==> config.mk <==
export PLATFORM = sky130hd
export DESIGN_NAME = first_fit_slot_allocator_flat
export DESIGN_NICKNAME = d
export VERILOG_FILES = /design/src/hdl/ffsa_pkg.sv /design/src/hdl/ffsa_req_if.sv /design/src/hdl/ffsa_rsp_if.sv /design/src/hdl/ffsa_ctrl.sv /design/src/hdl/ffsa_dpath.sv /design/src/hdl/first_fit_slot_allocator.sv /design/src/flat_wrapper.sv
export SDC_FILE = /design/constraint.sdc
export NUM_CORES = 2
export LEC_CHECK = 0
export BUFFER_PORTS_ARGS = -buffer_cell sky130_fd_sc_hd__buf_2
export CAP_MARGIN = 40
export CORE_MARGIN = 8
export CORE_UTILIZATION = 40
export DETAILED_ROUTE_END_ITERATION = 8
export PLACE_DENSITY = 0.64
export SLEW_MARGIN = 10
export SYNTH_ARGS = -nofsm -noshare
export SYNTH_HDL_FRONTEND = slang
export SYNTH_HIERARCHICAL = 1
export SYNTH_SLANG_ARGS = --single-unit
==> constraint.sdc <==
create_clock -name clk -period 41.9 [get_ports clk]
set_clock_uncertainty 0.1 [all_clocks]
set_input_delay 6.285 -clock clk [delete_from_list [all_inputs] [get_ports clk]]
set_output_delay 6.285 -clock clk [all_outputs]
set_load 0.05 [all_outputs]
==> src/hdl/ffsa_pkg.sv <==
// Shared constants, codes and controller/datapath signal groups for the slot allocator.
package ffsa_pkg;

	// Slot map geometry
	localparam int SLOT_COUNT = 1024;
	localparam int IDX_W      = $clog2(SLOT_COUNT);
	localparam int CNT_W      = $clog2(SLOT_COUNT + 1);

	// Field widths of the request and response
	localparam int SIZE_W     = 11;
	localparam int START_W    = 10;
	localparam int GRANT_W    = 10;
	localparam int STATUS_W   = 2;

	// Width that holds slot counts, request sizes and their sums without overflow
	localparam int CMP_W      = ((CNT_W > SIZE_W) ? CNT_W : SIZE_W) + 1;

	typedef enum logic {
		MODE_ALLOC = 1'b0,
		MODE_FREE  = 1'b1
	} mode_t;

	typedef enum logic [STATUS_W-1:0] {
		ST_OK            = 2'd0,
		ST_NO_SPACE      = 2'd1,
		ST_OUT_OF_BOUNDS = 2'd2
	} status_t;

	// Commands from the controller to the datapath
	typedef struct packed {
		logic    load_req;   // capture the request on an input transfer
		logic    clear_step; // write one free mark during the post-reset sweep
		logic    scan_start; // restart the first-fit scan at slot 0
		logic    scan_step;  // issue one map read and check the previous one
		logic    free_start; // aim the write pointer at the range to free
		logic    fill_step;  // write one slot of the run and advance
		logic    load_out;   // load the response register
		status_t rsp_status; // status code for the response
	} cmd_t;

	// Status from the datapath to the controller
	typedef struct packed {
		mode_t mode;
		logic  size_zero;
		logic  size_big;
		logic  free_oob;
		logic  found;
		logic  scan_done;
		logic  fill_last;
		logic  clear_last;
		logic  out_free;
	} stat_t;

endpackage

==> src/hdl/ffsa_req_if.sv <==
// Request channel: valid/ready handshake carrying one allocate or free request.
interface ffsa_req_if;
	logic                         valid;
	logic                         ready;
	logic                         mode;
	logic [ffsa_pkg::SIZE_W-1:0]  request_size;
	logic [ffsa_pkg::START_W-1:0] start_slot;

	modport source (output valid, output mode, output request_size, output start_slot,
		input ready);
	modport sink (input valid, input mode, input request_size, input start_slot,
		output ready);
endinterface

==> src/hdl/ffsa_rsp_if.sv <==
// Response channel: valid/ready handshake carrying one status and granted slot.
interface ffsa_rsp_if;
	logic                          valid;
	logic                          ready;
	logic [ffsa_pkg::STATUS_W-1:0] status;
	logic [ffsa_pkg::GRANT_W-1:0]  granted_slot;

	modport source (output valid, output status, output granted_slot, input ready);
	modport sink (input valid, input status, input granted_slot, output ready);
endinterface

==> src/hdl/ffsa_ctrl.sv <==
// Controller state machine: sequences clearing, checks, map scan, run fill and response.
module ffsa_ctrl (
	input  logic            clk,
	input  logic            arst_n,
	input  logic            req_valid,
	output logic            req_ready,
	input  ffsa_pkg::stat_t stat,
	output ffsa_pkg::cmd_t  cmd
);

	typedef enum logic [2:0] {
		S_CLEAR,
		S_IDLE,
		S_CHECK,
		S_SCAN,
		S_FILL,
		S_FINISH
	} state_t;

	state_t            state_q;
	ffsa_pkg::status_t rcode_q;

	assign req_ready = (state_q == S_IDLE);

	// Decode commands from the current state
	always_comb begin
		cmd            = '0;
		cmd.rsp_status = rcode_q;
		unique case (state_q)
			S_CLEAR: begin
				cmd.clear_step = 1'b1;
			end
			S_IDLE: begin
				cmd.load_req = req_valid;
			end
			S_CHECK: begin
				if (stat.mode == ffsa_pkg::MODE_ALLOC) begin
					cmd.scan_start = !(stat.size_zero || stat.size_big);
				end else begin
					cmd.free_start = !stat.free_oob && !stat.size_zero;
				end
			end
			S_SCAN: begin
				cmd.scan_step = 1'b1;
			end
			S_FILL: begin
				cmd.fill_step = 1'b1;
			end
			S_FINISH: begin
				cmd.load_out = stat.out_free;
			end
			default: begin
				cmd = '0;
			end
		endcase
	end

	// Hold state and the pending response code
	always_ff @(posedge clk or negedge arst_n) begin
		if (!arst_n) begin
			state_q <= S_CLEAR;
			rcode_q <= ffsa_pkg::ST_OK;
		end else begin
			unique case (state_q)
				S_CLEAR: begin
					if (stat.clear_last) begin
						state_q <= S_IDLE;
					end
				end
				S_IDLE: begin
					if (req_valid) begin
						state_q <= S_CHECK;
					end
				end
				S_CHECK: begin
					if (stat.mode == ffsa_pkg::MODE_ALLOC) begin
						if (stat.size_zero || stat.size_big) begin
							rcode_q <= ffsa_pkg::ST_NO_SPACE;
							state_q <= S_FINISH;
						end else begin
							state_q <= S_SCAN;
						end
					end else begin
						if (stat.free_oob) begin
							rcode_q <= ffsa_pkg::ST_OUT_OF_BOUNDS;
							state_q <= S_FINISH;
						end else if (stat.size_zero) begin
							rcode_q <= ffsa_pkg::ST_OK;
							state_q <= S_FINISH;
						end else begin
							rcode_q <= ffsa_pkg::ST_OK;
							state_q <= S_FILL;
						end
					end
				end
				S_SCAN: begin
					if (stat.found) begin
						rcode_q <= ffsa_pkg::ST_OK;
						state_q <= S_FILL;
					end else if (stat.scan_done) begin
						rcode_q <= ffsa_pkg::ST_NO_SPACE;
						state_q <= S_FINISH;
					end
				end
				S_FILL: begin
					if (stat.fill_last) begin
						state_q <= S_FINISH;
					end
				end
				S_FINISH: begin
					if (stat.out_free) begin
						state_q <= S_IDLE;
					end
				end
				default: begin
					state_q <= S_CLEAR;
				end
			endcase
		end
	end

endmodule

==> src/hdl/ffsa_dpath.sv <==
// Datapath: slot map memory, scan and fill counters, request and response registers.
module ffsa_dpath (
	input  logic                         clk,
	input  logic                         arst_n,
	input  logic                         req_mode,
	input  logic [ffsa_pkg::SIZE_W-1:0]  req_size,
	input  logic [ffsa_pkg::START_W-1:0] req_start,
	input  ffsa_pkg::cmd_t               cmd,
	output ffsa_pkg::stat_t              stat,
	ffsa_rsp_if.source                   rsp
);

	// Slot map: one used bit per slot, one write and one registered read per cycle
	logic                          map_mem [ffsa_pkg::SLOT_COUNT];
	logic                          map_we;
	logic [ffsa_pkg::IDX_W-1:0]    map_waddr;
	logic                          map_wdata;
	logic [ffsa_pkg::IDX_W-1:0]    map_raddr;
	logic                          map_rdata_q;

	// Request registers
	ffsa_pkg::mode_t               mode_q;
	logic [ffsa_pkg::SIZE_W-1:0]   size_q;
	logic [ffsa_pkg::START_W-1:0]  first_q;

	// Scan and fill counters
	logic [ffsa_pkg::CNT_W-1:0]    rd_q;
	logic                          pend_q;
	logic [ffsa_pkg::IDX_W-1:0]    chk_q;
	logic [ffsa_pkg::SIZE_W-1:0]   run_q;
	logic [ffsa_pkg::IDX_W-1:0]    wr_q;
	logic [ffsa_pkg::SIZE_W-1:0]   rem_q;
	logic [ffsa_pkg::IDX_W-1:0]    start_q;

	// Response register
	logic                          out_valid_q;
	ffsa_pkg::status_t             out_status_q;
	logic [ffsa_pkg::GRANT_W-1:0]  out_granted_q;

	logic                          rd_end;
	logic                          issue;
	logic [ffsa_pkg::SIZE_W-1:0]   run_next;
	logic                          found;
	logic [ffsa_pkg::CMP_W-1:0]    start_calc;
	logic [ffsa_pkg::CMP_W-1:0]    free_end;
	logic [ffsa_pkg::CMP_W-1:0]    first_ext;
	logic [ffsa_pkg::CMP_W-1:0]    start_ext;
	logic [ffsa_pkg::CMP_W-1:0]    slot_count_ext;

	assign slot_count_ext = ffsa_pkg::CMP_W'(ffsa_pkg::SLOT_COUNT);
	assign first_ext      = ffsa_pkg::CMP_W'(first_q);
	assign start_ext      = ffsa_pkg::CMP_W'(start_q);
	assign free_end       = first_ext + ffsa_pkg::CMP_W'(size_q);

	// Scan: count consecutive free slots as read data returns
	assign rd_end     = (rd_q == ffsa_pkg::CNT_W'(ffsa_pkg::SLOT_COUNT));
	assign issue      = cmd.scan_step && !rd_end;
	assign run_next   = run_q + ffsa_pkg::SIZE_W'(1);
	assign found      = cmd.scan_step && pend_q && !map_rdata_q && (run_next == size_q);
	assign start_calc = ffsa_pkg::CMP_W'(chk_q) + ffsa_pkg::CMP_W'(1)
		- ffsa_pkg::CMP_W'(size_q);

	// Map port selection
	assign map_raddr = rd_q[ffsa_pkg::IDX_W-1:0];
	assign map_we    = cmd.clear_step || cmd.fill_step;
	assign map_waddr = wr_q;
	assign map_wdata = cmd.fill_step && (mode_q == ffsa_pkg::MODE_ALLOC);

	always_ff @(posedge clk) begin
		if (map_we) begin
			map_mem[map_waddr] <= map_wdata;
		end
		map_rdata_q <= map_mem[map_raddr];
	end

	// Capture the request on transfer
	always_ff @(posedge clk) begin
		if (cmd.load_req) begin
			mode_q  <= ffsa_pkg::mode_t'(req_mode);
			size_q  <= req_size;
			first_q <= req_start;
		end
	end

	// Advance scan pointer, pending flag and run length
	always_ff @(posedge clk or negedge arst_n) begin
		if (!arst_n) begin
			rd_q   <= '0;
			pend_q <= 1'b0;
			run_q  <= '0;
			chk_q  <= '0;
		end else if (cmd.scan_start) begin
			rd_q   <= '0;
			pend_q <= 1'b0;
			run_q  <= '0;
		end else if (cmd.scan_step) begin
			pend_q <= issue;
			if (issue) begin
				rd_q  <= rd_q + ffsa_pkg::CNT_W'(1);
				chk_q <= map_raddr;
			end
			if (pend_q) begin
				run_q <= map_rdata_q ? '0 : run_next;
			end
		end
	end

	// Advance write pointer for the clearing sweep and run fills
	always_ff @(posedge clk or negedge arst_n) begin
		if (!arst_n) begin
			wr_q  <= '0;
			rem_q <= '0;
		end else if (cmd.clear_step || cmd.fill_step) begin
			wr_q  <= wr_q + ffsa_pkg::IDX_W'(1);
			rem_q <= rem_q - ffsa_pkg::SIZE_W'(1);
		end else if (found) begin
			wr_q  <= start_calc[ffsa_pkg::IDX_W-1:0];
			rem_q <= size_q;
		end else if (cmd.free_start) begin
			wr_q  <= first_ext[ffsa_pkg::IDX_W-1:0];
			rem_q <= size_q;
		end
	end

	// Hold the start of the granted run
	always_ff @(posedge clk) begin
		if (found) begin
			start_q <= start_calc[ffsa_pkg::IDX_W-1:0];
		end
	end

	// Response register: load on finish, drop on transfer
	always_ff @(posedge clk or negedge arst_n) begin
		if (!arst_n) begin
			out_valid_q <= 1'b0;
		end else if (cmd.load_out) begin
			out_valid_q <= 1'b1;
		end else if (rsp.ready) begin
			out_valid_q <= 1'b0;
		end
	end

	always_ff @(posedge clk) begin
		if (cmd.load_out) begin
			out_status_q <= cmd.rsp_status;
			if (cmd.rsp_status == ffsa_pkg::ST_OK && mode_q == ffsa_pkg::MODE_ALLOC) begin
				out_granted_q <= start_ext[ffsa_pkg::GRANT_W-1:0];
			end else begin
				out_granted_q <= '0;
			end
		end
	end

	assign rsp.valid        = out_valid_q;
	assign rsp.status       = out_status_q;
	assign rsp.granted_slot = out_granted_q;

	// Status toward the controller
	assign stat.mode       = mode_q;
	assign stat.size_zero  = (size_q == '0);
	assign stat.size_big   = (ffsa_pkg::CMP_W'(size_q) > slot_count_ext);
	assign stat.free_oob   = (free_end > slot_count_ext);
	assign stat.found      = found;
	assign stat.scan_done  = rd_end && !pend_q;
	assign stat.fill_last  = (rem_q == ffsa_pkg::SIZE_W'(1));
	assign stat.clear_last = (wr_q == ffsa_pkg::IDX_W'(ffsa_pkg::SLOT_COUNT - 1));
	assign stat.out_free   = !out_valid_q || rsp.ready;

endmodule

==> src/hdl/first_fit_slot_allocator.sv <==
// First-fit slot allocator top level: controller and datapath.
//
// Keeps a used/free map of SLOT_COUNT slots (1024) in a one-bit-wide memory with
// one write and one registered read per cycle. After reset the block sweeps the
// map to all free, one slot per cycle, and accepts no request until the sweep
// ends. An allocate scans the map from slot 0 one slot per cycle through the
// read port and then marks the found run one slot per cycle through the write
// port; when no run fits it answers with no space once the scan ends. A zero-size
// or oversize allocate, and a free that runs past the end, answer from the check
// state without touching the map. A free clears its range through the write port.
// The response sits in an output register, so the next request is taken while
// the last response still waits.
module first_fit_slot_allocator (
	input  logic        clk,
	input  logic        arst_n,
	ffsa_req_if.sink    req,
	ffsa_rsp_if.source  rsp
);

	ffsa_pkg::cmd_t  cmd;
	ffsa_pkg::stat_t stat;

	ffsa_ctrl u_ctrl (
		.clk       (clk),
		.arst_n    (arst_n),
		.req_valid (req.valid),
		.req_ready (req.ready),
		.stat      (stat),
		.cmd       (cmd)
	);

	ffsa_dpath u_dpath (
		.clk       (clk),
		.arst_n    (arst_n),
		.req_mode  (req.mode),
		.req_size  (req.request_size),
		.req_start (req.start_slot),
		.cmd       (cmd),
		.stat      (stat),
		.rsp       (rsp)
	);

endmodule

==> src/flat_wrapper.sv <==
// flat-port wrapper written by rule: the top's interface ports become plain ports
module first_fit_slot_allocator_flat 
  (clk, arst_n, req_valid, req_mode, req_request_size, req_start_slot, req_ready, rsp_valid, rsp_status, rsp_granted_slot, rsp_ready);
  ffsa_req_if req_i ();
  ffsa_rsp_if rsp_i ();
  input  logic clk;
  input  logic arst_n;
  input wire logic [$bits(req_i.valid)-1:0] req_valid;
  input wire logic [$bits(req_i.mode)-1:0] req_mode;
  input wire logic [$bits(req_i.request_size)-1:0] req_request_size;
  input wire logic [$bits(req_i.start_slot)-1:0] req_start_slot;
  output wire logic [$bits(req_i.ready)-1:0] req_ready;
  output wire logic [$bits(rsp_i.valid)-1:0] rsp_valid;
  output wire logic [$bits(rsp_i.status)-1:0] rsp_status;
  output wire logic [$bits(rsp_i.granted_slot)-1:0] rsp_granted_slot;
  input wire logic [$bits(rsp_i.ready)-1:0] rsp_ready;
  assign req_i.valid = req_valid;
  assign req_i.mode = req_mode;
  assign req_i.request_size = req_request_size;
  assign req_i.start_slot = req_start_slot;
  assign req_ready = req_i.ready;
  assign rsp_valid = rsp_i.valid;
  assign rsp_status = rsp_i.status;
  assign rsp_granted_slot = rsp_i.granted_slot;
  assign rsp_i.ready = rsp_ready;
  first_fit_slot_allocator u_core (.clk(clk), .arst_n(arst_n), .req(req_i), .rsp(rsp_i));
endmodule
# After elaboration in Yosys (flattened, before gate mapping)
# Memories as Yosys holds them, arrays and structs flattened. A register that Yosys moved wholly into a read port is not among the register bits.
# Cells that the tools add are included.
op_classes:
  addsub: 7
  order_cmp: 2
  n_eq_ne: 15
  mux: 46
  n_bitwise: 2
  reduce_logical: 33
op_table:
  columns: ["cell", "count"]
  rows:
  - ["two-way mux 11 bit", 10]
  - ["two-way mux 10 bit", 3]
  - ["two-way mux 3 bit", 8]
  - ["adder 11 x 1 -> 11 bit, second input constant", 2]
  - ["adder 10 x 1 -> 10 bit, second input constant", 2]
  - ["one-hot mux 3 bit (6 select lines)", 1]
  - ["two-way mux 1 bit", 17]
  - ["adder 10 x 11 -> 12 bit", 1]
  - ["> comparator 12 x 11 -> 1 bit, second input constant", 1]
  - ["two-way mux 2 bit", 6]
  - ["== test 11 x 1 -> 1 bit, second input constant", 1]
  - ["== test 11 bit", 1]
  - ["== test 11 bit, second input constant", 1]
  - ["> comparator 11 bit, second input constant", 1]
  - ["logical NOT 11 bit", 1]
  - ["subtractor 11 x 1 -> 11 bit, second input constant", 1]
  - ["== test 10 bit, second input constant", 1]
  - ["nonzero test 2 bit", 5]
  - ["subtractor 10 bit", 1]
  - ["logical AND 1 bit", 8]
  - ["logical NOT 1 bit", 7]
  - ["== test 3 x 2 -> 1 bit, second input constant", 2]
  - ["== test 3 bit, second input constant", 2]
  - ["AND reduction 3 bit", 2]
  - ["other kinds (14)", 20]
totals:
  ff_bits: 104
  mem_bits_rw: 1024
  out_inout_bits: 14
  n_memories: 1
mem_list:
  columns: ["name", "words", "width", "read_ports", "rd_clocked_by_memory_dff", "write_ports", "line_no", "rtl"]
  rows:
  - ["u_core.u_dpath.map_mem", 1024, 1, 1, 1, 1, "ffsa_dpath.sv:14", "logic map_mem [ffsa_pkg::SLOT_COUNT];"]

# Logic depth before layout (Yosys ltp)
depth:
  ltp_word: 9
  ltp_mapped: 19
  depth_no_buf: 18

# Cells and area by module
# The synthesis kept the hierarchy.
by_module_without_submodules:
  columns: ["module", "n_inst", "cells_each", "area_per_inst_um2", "seq_area_each_um2"]
  rows:
  - ["ffsa_dpath", 1, 3614, 49826.5, 33467.1]
  - ["ffsa_ctrl", 1, 51, 407.9, 125.1]

# Worst setup path after synthesis
# No wires, ideal clock.
synth_timing:
  path_type: "register to register"
  start: "register u_core.u_ctrl.state_q[0]"
  end: "memory u_core.u_dpath.map_mem[0], data pin"
  setup_ns: 5.205
  arrival_ns: 25.608
  t_required_ns: 36.595
  slack_ns: 10.987
  stages_incl_launch_ff: 5
  cell_sequence: "dfrtp_1 -> buf_2 -> nor2_1 -> and2_1 -> nor2b_1"
synth_lines:
  columns: ["element", "line_no", "rtl"]
  rows:
  - ["start: declaration", "ffsa_ctrl.sv:20", "state_t state_q;"]
  - ["start signal: assignment", "ffsa_ctrl.sv:61", "state_q <= S_CLEAR;"]
  - ["start signal: assignment", "ffsa_ctrl.sv:67", "state_q <= S_IDLE;"]
  - ["start signal: assignment", "ffsa_ctrl.sv:72", "state_q <= S_CHECK;"]
  - ["end: declaration", "ffsa_dpath.sv:14", null]

# Final worst setup path
layout_timing:
  start: "register u_core.u_ctrl.state_q[1]"
  end: "output req_ready"
layout_between:
  elab_chain_cells: 1
layout_lines:
  columns: ["element", "line_no", "rtl"]
  rows:
  - ["== test 3 x 1 -> 1 bit", "ffsa_ctrl.sv:23", "assign req_ready = (state_q == S_IDLE);"]
  - ["end: declaration", "flat_wrapper.sv:12", "output wire logic [$bits(req_i.ready)-1:0] req_ready;"]
# Every way passes these cells.

==> impl_metrics.ini <==
[hold_path]
whs_endpoint = u_core/u_ctrl/rcode_q[1]
hold_start = u_core/u_ctrl/rcode_q[1]
hp-class = reg -> reg
min_delay_path_depth = 2

[critical_path]
worstSetupEndpointType = primary output
critPathTopFamily = flip-flops
setup.worst_path.class = reg -> out
r2r_end = u_core/u_dpath/map_rdata_q
worstSetupStartpoint = u_core/u_ctrl/state_q[1]
required_ns = 35.52
r2r_setup_slack_ns = 36.51
arrival_ns = 1.86
cp_slowest_cell = dfrtp_1
worstPathCellList = inv_1 > nand2_1 > nor2_1 > buf_2
worst_setup_path_start_kind = flop
timing.rr.start = u_core/u_dpath/rd_q[0]
r2r_cells = 11
slowest_delay_ns = 0.48
crit_buf_inv = 2
path_max_fanout = 10

[final_layout]
syn_to_final_growth_pct = 11.83
final_nets = 3666
multi_input_area_sq_um = 15200
seq_area_sq_um = 33600
drive_above_1_share_pct = 16.21
fillers = 10990
postLayoutCellArea_sq_um = 56180

[synth]
yosys_warnings = 6
ys_top_cells_by_count = nor2_1, edfxtp_1, clkbuf_1
avgSynthCellArea_sq_um = 13.71
synth.area.mux_share_pct = 11.94
synth_top_family_by_area = simple AND/OR/NAND/NOR gates
ys_ff_latch = 1129
synth_fp_nets = 3729
synth-main-ff-cell = edfxtp_1
synth_compound_area_share_pct = 4.359
synthDistinctLibCells = 76
yosysTopAreaCell = edfxtp_1
synth.top_cell.area_share_pct = 63.84
synthArstFlopShare_pct = 5.314
synth_fa_ha_area_share_pct = 0.9764
netlist_area_sq_um = 50230
synthCells = 3665
synth-simple-area-share_pct = 11.99
yosysMostFrequentCell = nor2_1
synth-seq-area-share_pct = 66.87
synth_area_leaders = edfxtp_1, mux4_2, nor2_1, dfrtp_1, clkbuf_1
synth-xor-area-share_pct = 0.5928
synth_edf_count = 1068

[grt]
grt_max_degree = 268
antenna_found_initial = 4
grtUsageTotal_pct = 19.54
overflow = 0
grt_pass1_vias = 29930
grt_pass1_wl_um = 199700

[route]
wl_per_cell_um = 25.56
ant_nets = 0
remaining_drc_errors = 0
first_pass_iters = 5
viasPerCell = 5.822
finalWirelength_um = 136800
drtIter0Drc = 4285
via_count = 31170

[clock_tree]
clkSinkCount = 1129
postCtsResizedCells = 0
numCtsBuffers = 114
clk_pin_slew_ns = 0.06
cts.path.max_buffers = 3
clk_latency_ns = 0.72
cts_setup_buffers = 0
cts_max_level = 3
cts_hold_buf = 0
cts_root_buffer = clkbuf_16
cts_tree = built

[timing]
fmax_mhz = 121.2
finalCritPeriodShare_pct = 19.69
tns_ns = 0
worst_slew_pin_slew_ns = 1.340
rsz0062_at_grt = no
setup_viol = 0
fin_crit_ns = 8.248
hold_viol = 0
maxSlewHeadroom_pct = 10.69
maxSlewViolCount = 0
hold_ws_ns = 0.3830

[run]
max_cap_violations = 0

[place]
postPlaceCellArea_sq_um = 52570
gp_congestion = 0.8019
portBuffers = 39
detailed_place_hpwl_um = 74410

[die]
die_width_um = 370.4
start_util_pct = 40.16
die-area_sq_um = 137200
die_h_um = 370.4
coreArea_sq_um = 125100
placementRows = 130
io_pins = 40

[pwr]
pwr_density_cell_nw_per_um2 = 39.34
peakVddDrop_uv = 33.10
p_leak_uw = 0.01525

[status]
status = complete, no violations
==> cell type report <==
class                   instances  share of cell area, %
clock inverters                76                  1.091
diodes                          1               0.004455
well taps                    1650                  3.675
clock buffers                 140                  5.326
inverters                      33                 0.2205
repair buffers                155                  2.804
multi-input cells            2169                  27.06
flip-flops and latches       1129                  59.81
==> kinds of logic (layout without fill, tap and decap cells) <==
| logic type | Yosys count | after routing |
|---|---|---|
| DFF | 1129 | 1129 |
| buffers and inverters | 367 | 404 |
| other | 0 | 1 |
| AOI/OAI and AO/OA | 321 | 321 |
| xor gates and xnor gates | 34 | 34 |
| and+or+nand+nor | 1460 | 1460 |
| muxes | 316 | 316 |
| adders and majority gates | 38 | 38 |
==> flip-flops by register name (all words and copies together) (netlist names) <==
register	count
u_core/u_dpath/run_q	11
u_core/u_dpath/size_q	11
u_core/u_dpath/map_waddr	10
u_core/u_ctrl/rcode_q	2
u_core/u_dpath/mode_q	1
u_core/u_dpath/rsp.valid	1
u_core/u_dpath/first_q	10
u_core/u_dpath/map_mem	1024
u_core/u_dpath/rsp.granted_slot	10
u_core/u_dpath/rem_q	11
u_core/u_ctrl/state_q	3
u_core/u_dpath/pend_q	1
u_core/u_dpath/rsp.status	2
u_core/u_dpath/start_q	10
u_core/u_dpath/rd_q	11
u_core/u_dpath/chk_q	10
u_core/u_dpath/map_rdata_q	1
==> worst min-delay path, stage by stage, from the launching register on <==
cell and delay (ns):
dfrtp_1 0.35, nand2_1 0.05, o31ai_1 0.05
==> how the worst max path moves through the flow <==
stage | endpoint | slack, ns | cells past startpoint
after global placement | u_core/u_dpath/rsp.status[0] | 33.80 | 4
after detailed placement | u_core/u_dpath/rsp.granted_slot[0] | 34.09 | 5
after CTS | req_ready | 33.58 | 4
final | req_ready | 33.65 | 4
after floorplan | u_core/u_dpath/map_mem[0] | 10.99 | 4
after global routing | req_ready | 33.55 | 4
==> through the flow <==
step / power [uW] / utilization (%) / worst slack (ns) / std cells
CTS: 2225 / 44.91 / 33.58 / 5352
floorplan: 1240 / - / 10.99 / 3665
global placement: 1243 / 41.36 / 33.80 / 5087
global route: 2263 / 44.91 / 33.55 / 5352
detailed placement: 1243 / 42.03 / 34.09 / 5136
finish: 2210 / 44.91 / 33.65 / 5353
==> metal layers <==
layer / part of all wire, % / vias up / routed length [um] / global-route usage [%]
met3: 10 / 288 / 13930 / 4.282
met5: 0.016 / - / 22 / 0
met1: 39 / 16020 / 53730 / 26.27
li1: - / 13370 / - / -
met4: 3.7 / 4 / 5069 / 7.305
met2: 47 / 1487 / 64090 / 31.18
==> cells in the final DEF, fill, tap and decap left out, types with 18 or more instances in the layout <==
master and n:
nor3_1 37, buf_8 26, and2_1 20, nand4_1 23
a21oi_1 62, o21ai_0 51, xnor2_1 22, o221ai_1 21
buf_2 43, inv_1 32, nand3_2 18, nand3_1 41
ha_1 36, edfxtp_1 1068, buf_4 64, nor2_1 1088
mux2i_1 75, dfrtp_1 57, clkbuf_1 23, nand2_1 123
and3_1 21, clkinv_1 43, o22ai_1 18, mux4_2 225
a22oi_1 69, clkbuf_16 115
==> report_power, final <==
part / switching, uW / internal, uW
clock network: 435 / 556
registers: 0 / 1220
logic: 1.52 / 0.883
total: 437 / 1770
Note: power is estimated with default switching activity, not from simulation.
